## src/hw/rtl/btt_pkg.sv

```systemverilog
// Shared types and constants for the brace template tokenizer.
package btt_pkg;

    // Path length bound and derived position widths
    localparam int MAX_PATH_LEN = 1024;
    localparam int POS_W        = $clog2(MAX_PATH_LEN);
    localparam int LEN_W        = POS_W + 1;

    // Beat queue between the front and back halves
    localparam int Q_DEPTH = 4;
    localparam int Q_AW    = $clog2(Q_DEPTH);

    // Characters of interest
    localparam logic [7:0] CH_NUL   = 8'h00;
    localparam logic [7:0] CH_OPEN  = 8'h7B;
    localparam logic [7:0] CH_CLOSE = 8'h7D;
    localparam logic [7:0] CH_COLON = 8'h3A;
    localparam logic [7:0] CH_DOT   = 8'h2E;
    localparam logic [7:0] CH_HASH  = 8'h23;

    localparam logic [7:0] CNT_MAX = 8'hFF;

    // Byte classes produced by the front half
    typedef enum logic [2:0] {
        CLS_OTHER,
        CLS_OPEN,
        CLS_CLOSE,
        CLS_COLON,
        CLS_HASH,
        CLS_DOT,
        CLS_END
    } cls_t;

    // Parser modes
    typedef enum logic [2:0] {
        MODE_OUT,
        MODE_POPEN,
        MODE_PCLOSE,
        MODE_NAME,
        MODE_SPEC
    } mode_t;

    // Token kinds
    typedef enum logic [2:0] {
        KIND_VAR       = 3'd0,
        KIND_ESC_OPEN  = 3'd1,
        KIND_ESC_CLOSE = 3'd2,
        KIND_SYNTAX    = 3'd3,
        KIND_FMT_ERR   = 3'd4,
        KIND_LONE      = 3'd5,
        KIND_END       = 3'd6
    } kind_t;

    // Format spec classes
    typedef enum logic [1:0] {
        FMT_NONE  = 2'd0,
        FMT_INT   = 2'd1,
        FMT_FLOAT = 2'd2
    } fmt_t;

    // Dot counter codes (saturates at more than one)
    localparam logic [1:0] DOTS_NONE = 2'd0;
    localparam logic [1:0] DOTS_ONE  = 2'd1;
    localparam logic [1:0] DOTS_MANY = 2'd2;

    // Classified byte carried through the queue
    typedef struct packed {
        cls_t             cls;
        logic [POS_W-1:0] pos;
        logic             last;
    } beat_t;

    // One result token
    typedef struct packed {
        kind_t            kind;
        logic [POS_W-1:0] range_start;
        logic [LEN_W-1:0] range_end;
        logic [LEN_W-1:0] name_start;
        logic [LEN_W-1:0] name_end;
        fmt_t             format_kind;
        logic [7:0]       int_digits;
        logic [7:0]       frac_digits;
        logic             end_of_path;
    } tok_t;

endpackage

```

## src/hw/rtl/btt_fifo.sv

```systemverilog
// Small beat queue between the classifying front and the parsing back.
module btt_fifo
    import btt_pkg::*;
(
    input  logic  clk,
    input  logic  rst_n,
    input  logic  push,
    input  beat_t push_beat,
    output logic  full,
    input  logic  pop,
    output beat_t pop_beat,
    output logic  empty
);

    beat_t           slot_reg [Q_DEPTH];
    logic [Q_AW-1:0] wr_ptr_reg;
    logic [Q_AW-1:0] wr_ptr_next;
    logic [Q_AW-1:0] rd_ptr_reg;
    logic [Q_AW-1:0] rd_ptr_next;
    logic [Q_AW:0]   count_reg;
    logic [Q_AW:0]   count_next;

    assign full     = (count_reg == (Q_AW+1)'(Q_DEPTH));
    assign empty    = (count_reg == '0);
    assign pop_beat = slot_reg[rd_ptr_reg];

    // Pointer and fill count update
    always_comb
    begin
        wr_ptr_next = wr_ptr_reg;
        rd_ptr_next = rd_ptr_reg;
        count_next  = count_reg;
        if (push)
        begin
            wr_ptr_next = wr_ptr_reg + 1'b1;
        end
        if (pop)
        begin
            rd_ptr_next = rd_ptr_reg + 1'b1;
        end
        if (push && !pop)
        begin
            count_next = count_reg + 1'b1;
        end
        else if (pop && !push)
        begin
            count_next = count_reg - 1'b1;
        end
    end

    always_ff @(posedge clk or negedge rst_n)
    begin
        if (!rst_n)
        begin
            wr_ptr_reg <= '0;
            rd_ptr_reg <= '0;
            count_reg  <= '0;
        end
        else
        begin
            wr_ptr_reg <= wr_ptr_next;
            rd_ptr_reg <= rd_ptr_next;
            count_reg  <= count_next;
        end
    end

    // Storage, no reset needed
    always_ff @(posedge clk)
    begin
        if (push)
        begin
            slot_reg[wr_ptr_reg] <= push_beat;
        end
    end

endmodule

```

## src/hw/rtl/btt_front.sv

```systemverilog
// Front half: accepts path bytes, tracks position and classifies each byte.
module btt_front
    import btt_pkg::*;
(
    input  logic       clk,
    input  logic       rst_n,
    input  logic [7:0] ch,
    input  logic       byte_valid,
    output logic       byte_stall,
    input  logic       q_full,
    output logic       push,
    output beat_t      push_beat
);

    logic [POS_W-1:0] pos_reg;
    logic [POS_W-1:0] pos_next;
    logic             at_last;
    cls_t             cls;

    assign byte_stall = q_full;
    assign push       = byte_valid && !q_full;
    assign at_last    = (pos_reg == POS_W'(MAX_PATH_LEN - 1));

    // Byte classification
    always_comb
    begin
        case (ch)
            CH_NUL:   cls = CLS_END;
            CH_OPEN:  cls = CLS_OPEN;
            CH_CLOSE: cls = CLS_CLOSE;
            CH_COLON: cls = CLS_COLON;
            CH_HASH:  cls = CLS_HASH;
            CH_DOT:   cls = CLS_DOT;
            default:  cls = CLS_OTHER;
        endcase
    end

    always_comb
    begin
        push_beat.cls  = cls;
        push_beat.pos  = pos_reg;
        push_beat.last = at_last && (cls != CLS_END);
    end

    // Position restarts after a terminator or the length bound
    always_comb
    begin
        pos_next = pos_reg;
        if (push)
        begin
            if (cls == CLS_END || at_last)
            begin
                pos_next = '0;
            end
            else
            begin
                pos_next = pos_reg + 1'b1;
            end
        end
    end

    always_ff @(posedge clk or negedge rst_n)
    begin
        if (!rst_n)
        begin
            pos_reg <= '0;
        end
        else
        begin
            pos_reg <= pos_next;
        end
    end

endmodule

```

## src/hw/rtl/btt_back.sv

```systemverilog
// Back half: brace parser state machine and token output stage.
module btt_back
    import btt_pkg::*;
(
    input  logic  clk,
    input  logic  rst_n,
    input  logic  q_empty,
    input  beat_t beat,
    output logic  pop,
    output logic  tok_valid,
    input  logic  tok_stall,
    output tok_t  tok
);

    mode_t            mode_reg;
    mode_t            mode_next;
    logic [POS_W-1:0] open_pos_reg;
    logic [POS_W-1:0] open_pos_next;
    logic [POS_W-1:0] colon_pos_reg;
    logic [POS_W-1:0] colon_pos_next;
    logic [7:0]       hb_reg;
    logic [7:0]       hb_next;
    logic [7:0]       ha_reg;
    logic [7:0]       ha_next;
    logic [1:0]       dots_reg;
    logic [1:0]       dots_next;
    logic             bad_reg;
    logic             bad_next;

    tok_t             tok_a;
    logic             tok_a_valid;
    tok_t             tok_b;
    logic             do_end;
    logic             done;
    logic [LEN_W-1:0] pos_ext;
    logic [LEN_W-1:0] open_ext;
    logic [LEN_W-1:0] end_len;
    logic             spec_err;

    logic             out_valid_reg;
    logic             out_valid_next;
    tok_t             out_tok_reg;
    tok_t             out_tok_next;
    logic             pend_valid_reg;
    logic             pend_valid_next;
    tok_t             pend_tok_reg;
    tok_t             pend_tok_next;
    logic             out_free;

    assign out_free  = !out_valid_reg || !tok_stall;
    assign pop       = !q_empty && !pend_valid_reg && out_free;
    assign tok_valid = out_valid_reg;
    assign tok       = out_tok_reg;

    // Parser next state and tokens for the beat at the queue head
    always_comb
    begin
        mode_next      = mode_reg;
        open_pos_next  = open_pos_reg;
        colon_pos_next = colon_pos_reg;
        hb_next        = hb_reg;
        ha_next        = ha_reg;
        dots_next      = dots_reg;
        bad_next       = bad_reg;
        tok_a          = '0;
        tok_a_valid    = 1'b0;
        tok_b          = '0;
        do_end         = 1'b0;
        done           = 1'b0;
        end_len        = '0;
        spec_err       = 1'b0;
        pos_ext        = {1'b0, beat.pos};
        open_ext       = {1'b0, open_pos_reg};

        if (beat.cls == CLS_END)
        begin
            do_end  = 1'b1;
            end_len = pos_ext;
        end
        else
        begin
            // Resolve a pending brace first
            case (mode_reg)
                MODE_POPEN:
                begin
                    if (beat.cls == CLS_OPEN)
                    begin
                        tok_a.kind        = KIND_ESC_OPEN;
                        tok_a.range_start = open_pos_reg;
                        tok_a.range_end   = open_ext + LEN_W'(2);
                        tok_a_valid       = 1'b1;
                        mode_next         = MODE_OUT;
                        done              = 1'b1;
                    end
                    else
                    begin
                        mode_next      = MODE_NAME;
                        colon_pos_next = '0;
                        hb_next        = '0;
                        ha_next        = '0;
                        dots_next      = DOTS_NONE;
                        bad_next       = 1'b0;
                    end
                end
                MODE_PCLOSE:
                begin
                    tok_a.range_start = open_pos_reg;
                    tok_a_valid       = 1'b1;
                    mode_next         = MODE_OUT;
                    if (beat.cls == CLS_CLOSE)
                    begin
                        tok_a.kind      = KIND_ESC_CLOSE;
                        tok_a.range_end = open_ext + LEN_W'(2);
                        done            = 1'b1;
                    end
                    else
                    begin
                        tok_a.kind      = KIND_LONE;
                        tok_a.range_end = open_ext + LEN_W'(1);
                    end
                end
                default:
                begin
                end
            endcase

            if (!done)
            begin
                if (mode_next inside {MODE_NAME, MODE_SPEC})
                begin
                    case (beat.cls)
                        CLS_OPEN:
                        begin
                            // nested open brace: error, brace becomes pending
                            tok_a.kind        = KIND_SYNTAX;
                            tok_a.range_start = open_pos_next;
                            tok_a.range_end   = pos_ext;
                            tok_a_valid       = 1'b1;
                            mode_next         = MODE_POPEN;
                            open_pos_next     = beat.pos;
                        end
                        CLS_CLOSE:
                        begin
                            spec_err = bad_next || (dots_next == DOTS_MANY) ||
                                       (dots_next == DOTS_NONE && hb_next == '0) ||
                                       (dots_next == DOTS_ONE && ha_next == '0);
                            tok_a.range_start = open_pos_next;
                            tok_a.range_end   = pos_ext + LEN_W'(1);
                            tok_a_valid       = 1'b1;
                            if (colon_pos_next == '0)
                            begin
                                tok_a.kind       = KIND_VAR;
                                tok_a.name_start = {1'b0, open_pos_next} + LEN_W'(1);
                                tok_a.name_end   = pos_ext;
                            end
                            else if (spec_err)
                            begin
                                tok_a.kind = KIND_FMT_ERR;
                            end
                            else
                            begin
                                tok_a.kind       = KIND_VAR;
                                tok_a.name_start = {1'b0, open_pos_next} + LEN_W'(1);
                                tok_a.name_end   = {1'b0, colon_pos_next};
                                tok_a.int_digits = hb_next;
                                if (dots_next == DOTS_NONE)
                                begin
                                    tok_a.format_kind = FMT_INT;
                                end
                                else
                                begin
                                    tok_a.format_kind = FMT_FLOAT;
                                    tok_a.frac_digits = ha_next;
                                end
                            end
                            mode_next = MODE_OUT;
                        end
                        CLS_COLON:
                        begin
                            if (mode_next == MODE_NAME)
                            begin
                                mode_next      = MODE_SPEC;
                                colon_pos_next = beat.pos;
                            end
                            else
                            begin
                                bad_next = 1'b1;
                            end
                        end
                        CLS_HASH:
                        begin
                            if (mode_next == MODE_SPEC)
                            begin
                                if (dots_next == DOTS_NONE)
                                begin
                                    if (hb_next != CNT_MAX)
                                    begin
                                        hb_next = hb_next + 8'd1;
                                    end
                                end
                                else if (ha_next != CNT_MAX)
                                begin
                                    ha_next = ha_next + 8'd1;
                                end
                            end
                        end
                        CLS_DOT:
                        begin
                            if (mode_next == MODE_SPEC && dots_next != DOTS_MANY)
                            begin
                                dots_next = dots_next + 2'd1;
                            end
                        end
                        default:
                        begin
                            if (mode_next == MODE_SPEC)
                            begin
                                bad_next = 1'b1;
                            end
                        end
                    endcase
                end
                else
                begin
                    // Outside a variable
                    mode_next = MODE_OUT;
                    if (beat.cls == CLS_OPEN)
                    begin
                        mode_next     = MODE_POPEN;
                        open_pos_next = beat.pos;
                    end
                    else if (beat.cls == CLS_CLOSE)
                    begin
                        mode_next     = MODE_PCLOSE;
                        open_pos_next = beat.pos;
                    end
                end
            end

            do_end  = beat.last;
            end_len = LEN_W'(MAX_PATH_LEN);
        end

        // End of path: report what is still open, or an end token if nothing is, then clear
        if (do_end)
        begin
            if (mode_next inside {MODE_POPEN, MODE_NAME, MODE_SPEC})
            begin
                tok_b.kind        = KIND_SYNTAX;
                tok_b.range_start = open_pos_next;
                tok_b.range_end   = end_len;
            end
            else if (mode_next == MODE_PCLOSE)
            begin
                tok_b.kind        = KIND_LONE;
                tok_b.range_start = open_pos_next;
                tok_b.range_end   = {1'b0, open_pos_next} + LEN_W'(1);
            end
            else
            begin
                tok_b.kind = KIND_END;
            end
            tok_b.end_of_path = 1'b1;
            mode_next         = MODE_OUT;
            open_pos_next     = '0;
            colon_pos_next    = '0;
            hb_next           = '0;
            ha_next           = '0;
            dots_next         = DOTS_NONE;
            bad_next          = 1'b0;
        end
    end

    always_ff @(posedge clk or negedge rst_n)
    begin
        if (!rst_n)
        begin
            mode_reg      <= MODE_OUT;
            open_pos_reg  <= '0;
            colon_pos_reg <= '0;
            hb_reg        <= '0;
            ha_reg        <= '0;
            dots_reg      <= DOTS_NONE;
            bad_reg       <= 1'b0;
        end
        else if (pop)
        begin
            mode_reg      <= mode_next;
            open_pos_reg  <= open_pos_next;
            colon_pos_reg <= colon_pos_next;
            hb_reg        <= hb_next;
            ha_reg        <= ha_next;
            dots_reg      <= dots_next;
            bad_reg       <= bad_next;
        end
    end

    // Output register plus one held second token
    always_comb
    begin
        out_valid_next  = out_valid_reg;
        out_tok_next    = out_tok_reg;
        pend_valid_next = pend_valid_reg;
        pend_tok_next   = pend_tok_reg;
        if (out_free)
        begin
            if (pend_valid_reg)
            begin
                out_valid_next  = 1'b1;
                out_tok_next    = pend_tok_reg;
                pend_valid_next = 1'b0;
            end
            else if (pop)
            begin
                out_valid_next  = tok_a_valid || do_end;
                out_tok_next    = tok_a_valid ? tok_a : tok_b;
                pend_valid_next = tok_a_valid && do_end;
                pend_tok_next   = tok_b;
            end
            else
            begin
                out_valid_next = 1'b0;
            end
        end
    end

    always_ff @(posedge clk or negedge rst_n)
    begin
        if (!rst_n)
        begin
            out_valid_reg  <= 1'b0;
            pend_valid_reg <= 1'b0;
        end
        else
        begin
            out_valid_reg  <= out_valid_next;
            pend_valid_reg <= pend_valid_next;
        end
    end

    always_ff @(posedge clk)
    begin
        out_tok_reg  <= out_tok_next;
        pend_tok_reg <= pend_tok_next;
    end

endmodule

```

## src/hw/rtl/brace_template_tokenizer_core.sv

```systemverilog
// Bytes go through the beat queue to the parser, whose tokens are registered before output.
// Throughput: one byte per cycle while byte_stall is low; a byte at the last path position can
// yield two tokens, which leave the output register in turn while the queue absorbs the input.
// The four-beat queue between the classifier and the parser sets how far the sides decouple.
// Reset (rst_n low, asynchronous) empties the queue and output, and returns the parser
// to outside mode at position 0.
module brace_template_tokenizer_core
    import btt_pkg::*;
(
    input  logic             clk,
    input  logic             rst_n,
    input  logic             byte_valid,
    output logic             byte_stall,
    input  logic [7:0]       ch,
    output logic             tok_valid,
    input  logic             tok_stall,
    output logic [2:0]       kind,
    output logic [POS_W-1:0] range_start,
    output logic [LEN_W-1:0] range_end,
    output logic [LEN_W-1:0] name_start,
    output logic [LEN_W-1:0] name_end,
    output logic [1:0]       format_kind,
    output logic [7:0]       int_digits,
    output logic [7:0]       frac_digits,
    output logic             end_of_path
);

    logic  q_full;
    logic  q_empty;
    logic  push;
    logic  pop;
    beat_t push_beat;
    beat_t pop_beat;
    tok_t  tok;

    btt_front u_front (
        .clk        (clk),
        .rst_n      (rst_n),
        .ch         (ch),
        .byte_valid (byte_valid),
        .byte_stall (byte_stall),
        .q_full     (q_full),
        .push       (push),
        .push_beat  (push_beat)
    );

    btt_fifo u_fifo (
        .clk       (clk),
        .rst_n     (rst_n),
        .push      (push),
        .push_beat (push_beat),
        .full      (q_full),
        .pop       (pop),
        .pop_beat  (pop_beat),
        .empty     (q_empty)
    );

    btt_back u_back (
        .clk       (clk),
        .rst_n     (rst_n),
        .q_empty   (q_empty),
        .beat      (pop_beat),
        .pop       (pop),
        .tok_valid (tok_valid),
        .tok_stall (tok_stall),
        .tok       (tok)
    );

    // Token fields onto their own ports
    assign kind        = tok.kind;
    assign range_start = tok.range_start;
    assign range_end   = tok.range_end;
    assign name_start  = tok.name_start;
    assign name_end    = tok.name_end;
    assign format_kind = tok.format_kind;
    assign int_digits  = tok.int_digits;
    assign frac_digits = tok.frac_digits;
    assign end_of_path = tok.end_of_path;

endmodule
```

## config.mk

```make
export PLATFORM = sky130hd
export DESIGN_NAME = brace_template_tokenizer_core
export DESIGN_NICKNAME = d
export VERILOG_FILES = /design/src/hw/rtl/btt_pkg.sv /design/src/hw/rtl/btt_fifo.sv /design/src/hw/rtl/btt_front.sv /design/src/hw/rtl/btt_back.sv /design/src/hw/rtl/brace_template_tokenizer_core.sv
export SDC_FILE = /design/constraint.sdc
export NUM_CORES = 1
export LEC_CHECK = 0
export ABC_AREA = 1
export BUFFER_PORTS_ARGS = -buffer_cell sky130_fd_sc_hd__buf_4
export CAP_MARGIN = 10
export CORE_UTILIZATION = 34
export CTS_CLUSTER_SIZE = 20
export DETAILED_ROUTE_END_ITERATION = 10
export PLACE_DENSITY = 0.6
export SETUP_SLACK_MARGIN = 0.05
export SKIP_CTS_REPAIR_TIMING = 1
export SLEW_MARGIN = 0
export SYNTH_ARGS = -nofsm -noshare
export SYNTH_HDL_FRONTEND = slang
export SYNTH_SLANG_ARGS = --single-unit
export TNS_END_PERCENT = 20
```

## constraint.sdc

```tcl
create_clock -name clk -period 9.65 [get_ports clk]
set_input_delay 0.4825 -clock clk [delete_from_list [all_inputs] [get_ports clk]]
set_output_delay 0.4825 -clock clk [all_outputs]
set_load 0.05 [all_outputs]
```

# Word-level counts from Yosys, hierarchy flattened
# Memory sizes are Yosys's and may differ from the RTL's.
# Cells that the tools add are included.
[classes]
n_addsub = 12
multipliers = 0
div_mod_pow = 0
n_lt_le_gt_ge = 0
n_eq_ne = 29
shift = 0
mux = 113
n_bitwise = 1
n_reduce_logical = 38
[ops]
columns = ["cell", "count"]
rows = [
  ["$mux 65", 3],
  ["$mux 64", 3],
  ["$mux 8", 23],
  ["$mux 10", 17],
  ["$pmux 24 s2", 2],
  ["$mux 40", 2],
  ["$mux 24", 2],
  ["$mux 22", 2],
  ["$mux 3", 12],
  ["$add 10x1->11 const B", 3],
  ["$mux 2", 13],
  ["$eq 8x6->1 const B", 3],
  ["$logic_not 8->1", 3],
  ["$mux 1", 24],
  ["$mux 11", 2],
  ["$eq 3x3->1 const B", 7],
  ["$mux 21", 1],
  ["$eq 3x2->1 const B", 6],
  ["$mux 18", 1],
  ["$pmux 3 s6", 1],
  ["$add 8x1->8 const B", 2],
  ["$eq 8x7->1 const B", 2],
  ["$ne 8x8->1 const B", 2],
  ["$add 10x2->11 const B", 1],
  ["other kinds (27)", 56],
]
[word_totals]
register_bits = 151
latch_bits = 0
ramBits = 56
romBits = 0
input_bits = 12
output_inout_bits = 67
elab_cells = 220
memories = 1
[memory_table]
columns = ["memory", "depth", "word_bits", "rd", "rd_ports_with_merged_regs", "write_ports", "line_no", "text"]
rows = [
  ["u_fifo.slot_reg", 4, 14, 1, 0, 1, "btt_fifo.sv:15", "beat_t slot_reg [Q_DEPTH];"],
]

# Depth between registers and ports, before layout
# An unclocked memory read counts as a cell.
[depth]
ltp_word = 18
depth_mapped = 26

# Cells and area by module
# A second synthesis with hierarchy kept.
[hier_totals]
hier_cells = 1289
hier_area_um2 = 11315.9
[modules_own_cells]
columns = ["module", "instances", "cells_each", "area_each_um2", "seq_area_each_um2"]
rows = [
  ["btt_back", 1, 962, 7920.1, 3773.6],
  ["btt_fifo", 1, 210, 2632.5, 1856.8],
  ["btt_front", 1, 117, 763.2, 250.2],
]

# Worst setup path after synthesis
# No wires, ideal clock.
[synth_timing]
path_kind = "flip-flop to flip-flop"
startpoint = "reg u_fifo.rd_ptr_reg[0]"
endpoint = "reg u_back.out_tok_reg, in the netlist u_back.tok[20] (data pin)"
arrival_time_ns = 3.158
t_required_ns = 9.393
slack_ns = 6.236
stages_incl_launch_ff = 25
n_path_buf = 7
synth_period_minus_slack_ns = 3.414
path_cell_list = "dfrtp_1 > buf_4 > nand2_1 > nand2_1 > nand2_1 > nand2_1 > nand3_2 > buf_6 > nand2_4 > inv_2 > buf_2 > buf_6 > clkbuf_1 > nor2_1 > inv_1 > ha_1 > clkbuf_1 > nand2_1 > nor3_1 > nand4_1 > nand3_1 > nand2_1 > nand3_1 > buf_2 > nor2_1"
[synth_between]
elab_chain_cells = 17
[synth_rtl]
columns = ["element", "line_no", "text"]
rows = [
  ["start: declaration", "btt_fifo.sv:18", "logic [Q_AW-1:0] rd_ptr_reg;"],
  ["start signal: assignment", "btt_fifo.sv:62", "rd_ptr_reg <= rd_ptr_next;"],
  ["$mem_v2 4x14 *", "--", ""],
  ["$eq 3x1->1", "btt_back.sv:86, btt_back.sv:131", ""],
  ["$mux 8 / $mux 2 (equally long branches)", "btt_back.sv:86", "if (beat.cls == CLS_OPEN)"],
  ["$mux 8 / $mux 2 (equally long branches)", "btt_back.sv:83", "case (mode_reg)"],
  ["$mux 8 / $mux 2 (equally long branches)", "btt_back.sv:75", "if (beat.cls == CLS_END)"],
  ["$logic_not 8->1 (tied with other cells)", "btt_back.sv:145", "(dots_next == DOTS_NONE && hb_next == '0) ||"],
  ["$logic_and 1x1->1 / $logic_or 1x1->1 (equally long branches)", "btt_back.sv:145, btt_back.sv:144", ""],
  ["$logic_or 1x1->1", "btt_back.sv:144", "spec_err = bad_next || (dots_next == DOTS_MANY) ||"],
  ["$logic_or 1x1->1", "btt_back.sv:145", ""],
  ["$mux 40", "btt_back.sv:156", "else if (spec_err)"],
  ["$mux 22", "btt_back.sv:150", "if (colon_pos_next == '0)"],
  ["$mux 40", "btt_back.sv:131", "case (beat.cls)"],
  ["$mux 64", "btt_back.sv:129", "if (mode_next inside {MODE_NAME, MODE_SPEC})"],
  ["$mux 64", "btt_back.sv:127", "if (!done)"],
  ["$mux 64", "btt_back.sv:75", ""],
  ["$mux 65 *", "btt_back.sv:316", "out_tok_next = tok_a_valid ? tok_a : tok_b;"],
  ["$mux 65 *", "btt_back.sv:313", "else if (pop)"],
  ["end signal: assignment", "btt_back.sv:343", "out_tok_reg <= out_tok_next;"],
  ["end: declaration", "btt_back.sv:42", "tok_t out_tok_reg;"],
]
# Every way passes the cells marked *; elsewhere a longest branch is shown, timed or not. The select of a mux whose other input is x is not followed.
# A chain may end at the register's enable or synchronous reset.

# Worst setup path in the final report
[layout_timing]
startpoint = "reg u_fifo.rd_ptr_reg[1]"
endpoint = "reg u_back.out_tok_reg, in the netlist u_back.tok[19] (data pin)"
# Same word-level chain as after synthesis.

==> metrics.md <==
| Metric | Value |
|---|---|
| Status | `complete, no violations` |
| Synth Area in XOR/XNOR | `0.02294` |
| Antenna diode count | `0` |
| Vias in the first global route | `8,850` |
| Minimum clock period | `4671 ps` |
| Unrepaired setup endpoints after global routing | `no` |
| CTS tree | `yes` |
| P_leak | `5.393 nW` |
| Core area | `0.03180 mm2` |
| First drt pass iteration count | `6` |
| HPWL after DPL | `20,000 um` |
| Achievable frequency | `214.1 MHz` |
| Seq/Total Area, Yosys | `0.5310` |
| Multiplexer share of the synthesized area | `0.001017` |
| CP arrival | `5000 ps` |
| RR Startpoint | `u_fifo.rd_ptr_reg[1]$_DFFE_PN0P_` |
| Count of different cell masters after synthesis | `50` |
| Row Count | `65` |
| # DRC | `0` |
| Die ar. | `0.03330 mm2` |
| CP Class | `flop to flop` |
| WP data required | `9980 ps` |
| Syn nets | `1,305` |
| Max Cap Violations | `0` |
| Synth Area in Adders | `0.02214` |
| Area Growth Syn to Fin | `15.48%` |
| DR WL/cell | `16.23 um` |
| Initial Util | `0.3483` |
| H-tree lvl count | `1` |
| Commonest non-fill, non-tap cell in the layout | `nand2_1` |
| Post-Route WL | `29,050 um` |
| IO Count | `79` |
| Non-filler cells, final | `1,790` |
| Crit end category | `flop` |
| Clock Path Buffers | `3` |
| Met2 GRT Util | `0.2918` |
| Nets | `1,371` |
| CP max FO | `29` |
| Largest net degree at the start of global routing | `67` |
| Count of final setup violators | `0` |
| Share of post-route cells with drive strength above 1 | `0.1292` |
| DRT iter0 DRCs | `1,046` |
| Reg power frac | `0.312` |
| Period utilization | `0.4841` |
| Total GRT Usage | `0.1776` |
| Switching Power | `2.317 mW` |
| Met3 GRT Util | `0.02215` |
| Inserted Clock Buffers | `23` |
| Worst reg2reg path depth | `16` |
| Die height | `182.5 um` |
| Final hold vios | `0` |
| Final Skew | `8.601 ps` |
| Post-synthesis compound-gate area fraction | `0.1134` |
| GRT Max-Usage Layer | `met2` |
| Max reg flops | `64` |
| Top post-synthesis cells by area | `edfxtp_1, dfrtp_1, nand2_1` |
| I/O Buffers | `77` |
| Post-Synthesis Cells | `1,274` |
| Slew @ Worst Pin | `1001 ps` |
| Placed Cells | `1,750` |
| Post-synth top area cell | `edfxtp_1` |
| Setup TNS | `0 ps` |
| Number of synthesized flops with an enable pin | `145` |
| Post-synth top area share | `0.3932` |
| Pwr dens | `375.4 mW/mm2` |
| Synth warn | `0` |
| Largest family of logic cells by synthesized area | `simple AND/OR/NAND/NOR gates` |
| Via Count | `9,024` |
| Capturing point of the worst reg2reg path | `u_back.tok[19]$_SDFFCE_PP0P_` |
| Worst slew margin | `0.3330` |
| GPL Wtd Cong | `0.9409` |
| Routed Antenna Nets | `0` |
| Slew Limit Fails | `0` |
| Max IR drop VDD | `0.1665 mV` |
| Via density | `5.041` |
| Worst hold slack | `82.76 ps` |
| Switching share of power | `0.4826` |
| Simple-gate share of the synthesized area | `0.2309` |
| M1 GR Usage | `0.2431` |
| Reg clk slew, reported paths | `60 ps` |
| Register bit total from synthesis | `206` |
| Initial antenna violation count | `0` |
| Worst-Skew Late Latency | `510 ps` |
| Filler instances | `3,166` |
| Commonest non-fill, non-tap cells in the layout | `nand2_1, nor2_1, edfxtp_1` |
| Reg2Reg Setup Slack | `4980 ps` |
| Syn Std Cell Area | `0.01107 mm2` |
| Total grt overflow | `0` |
| First-pass GRT wire length | `47,070 um` |
| Crit start category | `flop` |
| Post-synth top flop | `edfxtp_1` |
| Clock power share | `0.186` |
| Async SR Flop Fraction | `0.2961` |
| Die Width | `182.5 um` |
| Comb pwr share | `0.503` |
| Syn avg cell area | `8.693 um2` |
| Clock Sinks | `206` |
| Min-delay worst type | `input port to asynchronous set/reset pin` |
| Pint | `2.484 mW` |
| Clock root buffer | `clkbuf_16` |
logic make-up (layout without fill, tap and decap cells):
| group | Yosys count | in the layout |
|---|---|---|
| AO/OA/AOI/OAI | 216 | 216 |
| XOR/XNOR | 29 | 29 |
| adder cells (fa/ha/maj) | 19 | 19 |
| buffers and inverters | 207 | 288 |
| flip-flops | 206 | 206 |
| multiplexers | 1 | 1 |
| other | 1 | 1 |
| AND/OR/NAND/NOR | 595 | 595 |
area by class of cell:
cell class	count	area, um2	share of cell area
Inverter	159	596.8	0.04667
Clock buffer	29	618.1	0.04833
Timing Repair Buffer	89	668.1	0.05225
Clock inverter	11	145.1	0.01135
Tap cell	435	544.3	0.04256
Sequential cell	206	5881	0.4598
Multi-Input combinational cell	861	4335	0.3390
worst max path at each step:
stage	to	cells after the start	from	slack, ps
finish	u_back.tok[19]$_SDFFCE_PP0P_	16	u_fifo.rd_ptr_reg[1]$_DFFE_PN0P_	4980
global route	u_back.tok[19]$_SDFFCE_PP0P_	19	u_fifo.rd_ptr_reg[0]$_DFFE_PN0P_	4470
CTS	u_back.tok[19]$_SDFFCE_PP0P_	16	u_fifo.rd_ptr_reg[1]$_DFFE_PN0P_	4960
detailed placement	u_back.tok[19]$_SDFFCE_PP0P_	16	u_fifo.rd_ptr_reg[1]$_DFFE_PN0P_	5000
global placement	u_back.tok[19]$_SDFFCE_PP0P_	16	u_fifo.rd_ptr_reg[1]$_DFFE_PN0P_	5170
floorplan	u_back.tok[20]$_SDFFCE_PP0P_	24	u_fifo.rd_ptr_reg[0]$_DFFE_PN0P_	6240
cell usage after synthesis (4+ instances only):
master and instances:
nand2_1 284, nor2_1 155, edfxtp_1 145, inv_1 144, nand3_1 85, o21ai_0 84, dfrtp_1 61, a21oi_1 48
o22ai_1 34, xor2_1 25, clkbuf_1 23, nor3_1 23, ha_1 18, o21ai_1 14, inv_2 12, buf_2 11
nand4_1 11, nand2_2 9, buf_6 7, nor2_2 7, o211ai_1 7, buf_4 6, o31ai_1 5, a32o_1 4
a32oi_1 4, nor3_2 4, xnor2_1 4
metrics by stage:
step,utilization,worst slack (ps),power (mW),cell area (um2)
2_1_floorplan,-,6236,3.219,11070
3_3_place_gp,0.3782,5174,3.887,12030
3_5_place_dp,0.3782,4998,3.904,12030
4_1_cts,0.4022,4963,4.810,12790
5_1_grt,0.4022,4474,5.107,12790
6_report,0.4022,4979,4.800,12790
worst max-delay path: stages, from the launching register on:
cell,delay (ps)
dfrtp_1,500
inv_1,590
nand3_2,180
nand2_4,150
nand3_2,410
nand2_4,270
inv_2,250
nor2_1,260
inv_1,120
ha_1,330
nand2_1,110
nor3_1,50
nand4_1,70
nand3_1,100
nand2_1,100
nand3_1,590
a211oi_1,380
power by group through the flow:
stage                     sequential, mW  combinational (mW)  clock (mW)
final                               1.50                2.41       0.892
after detailed placement            1.51                2.39           0
after floorplan                     1.96                1.26           0
after global routing                1.53                2.63       0.951
after CTS                           1.50                2.40       0.913
after global placement              1.51                2.38           0
layer usage:
layer,up-vias,part of all wire
met3,61,0.067
met1,4259,0.45
met4,0,0.028
met2,313,0.46
met5,-,0
li1,4391,-
Note: power is estimated with default switching activity, not from simulation.
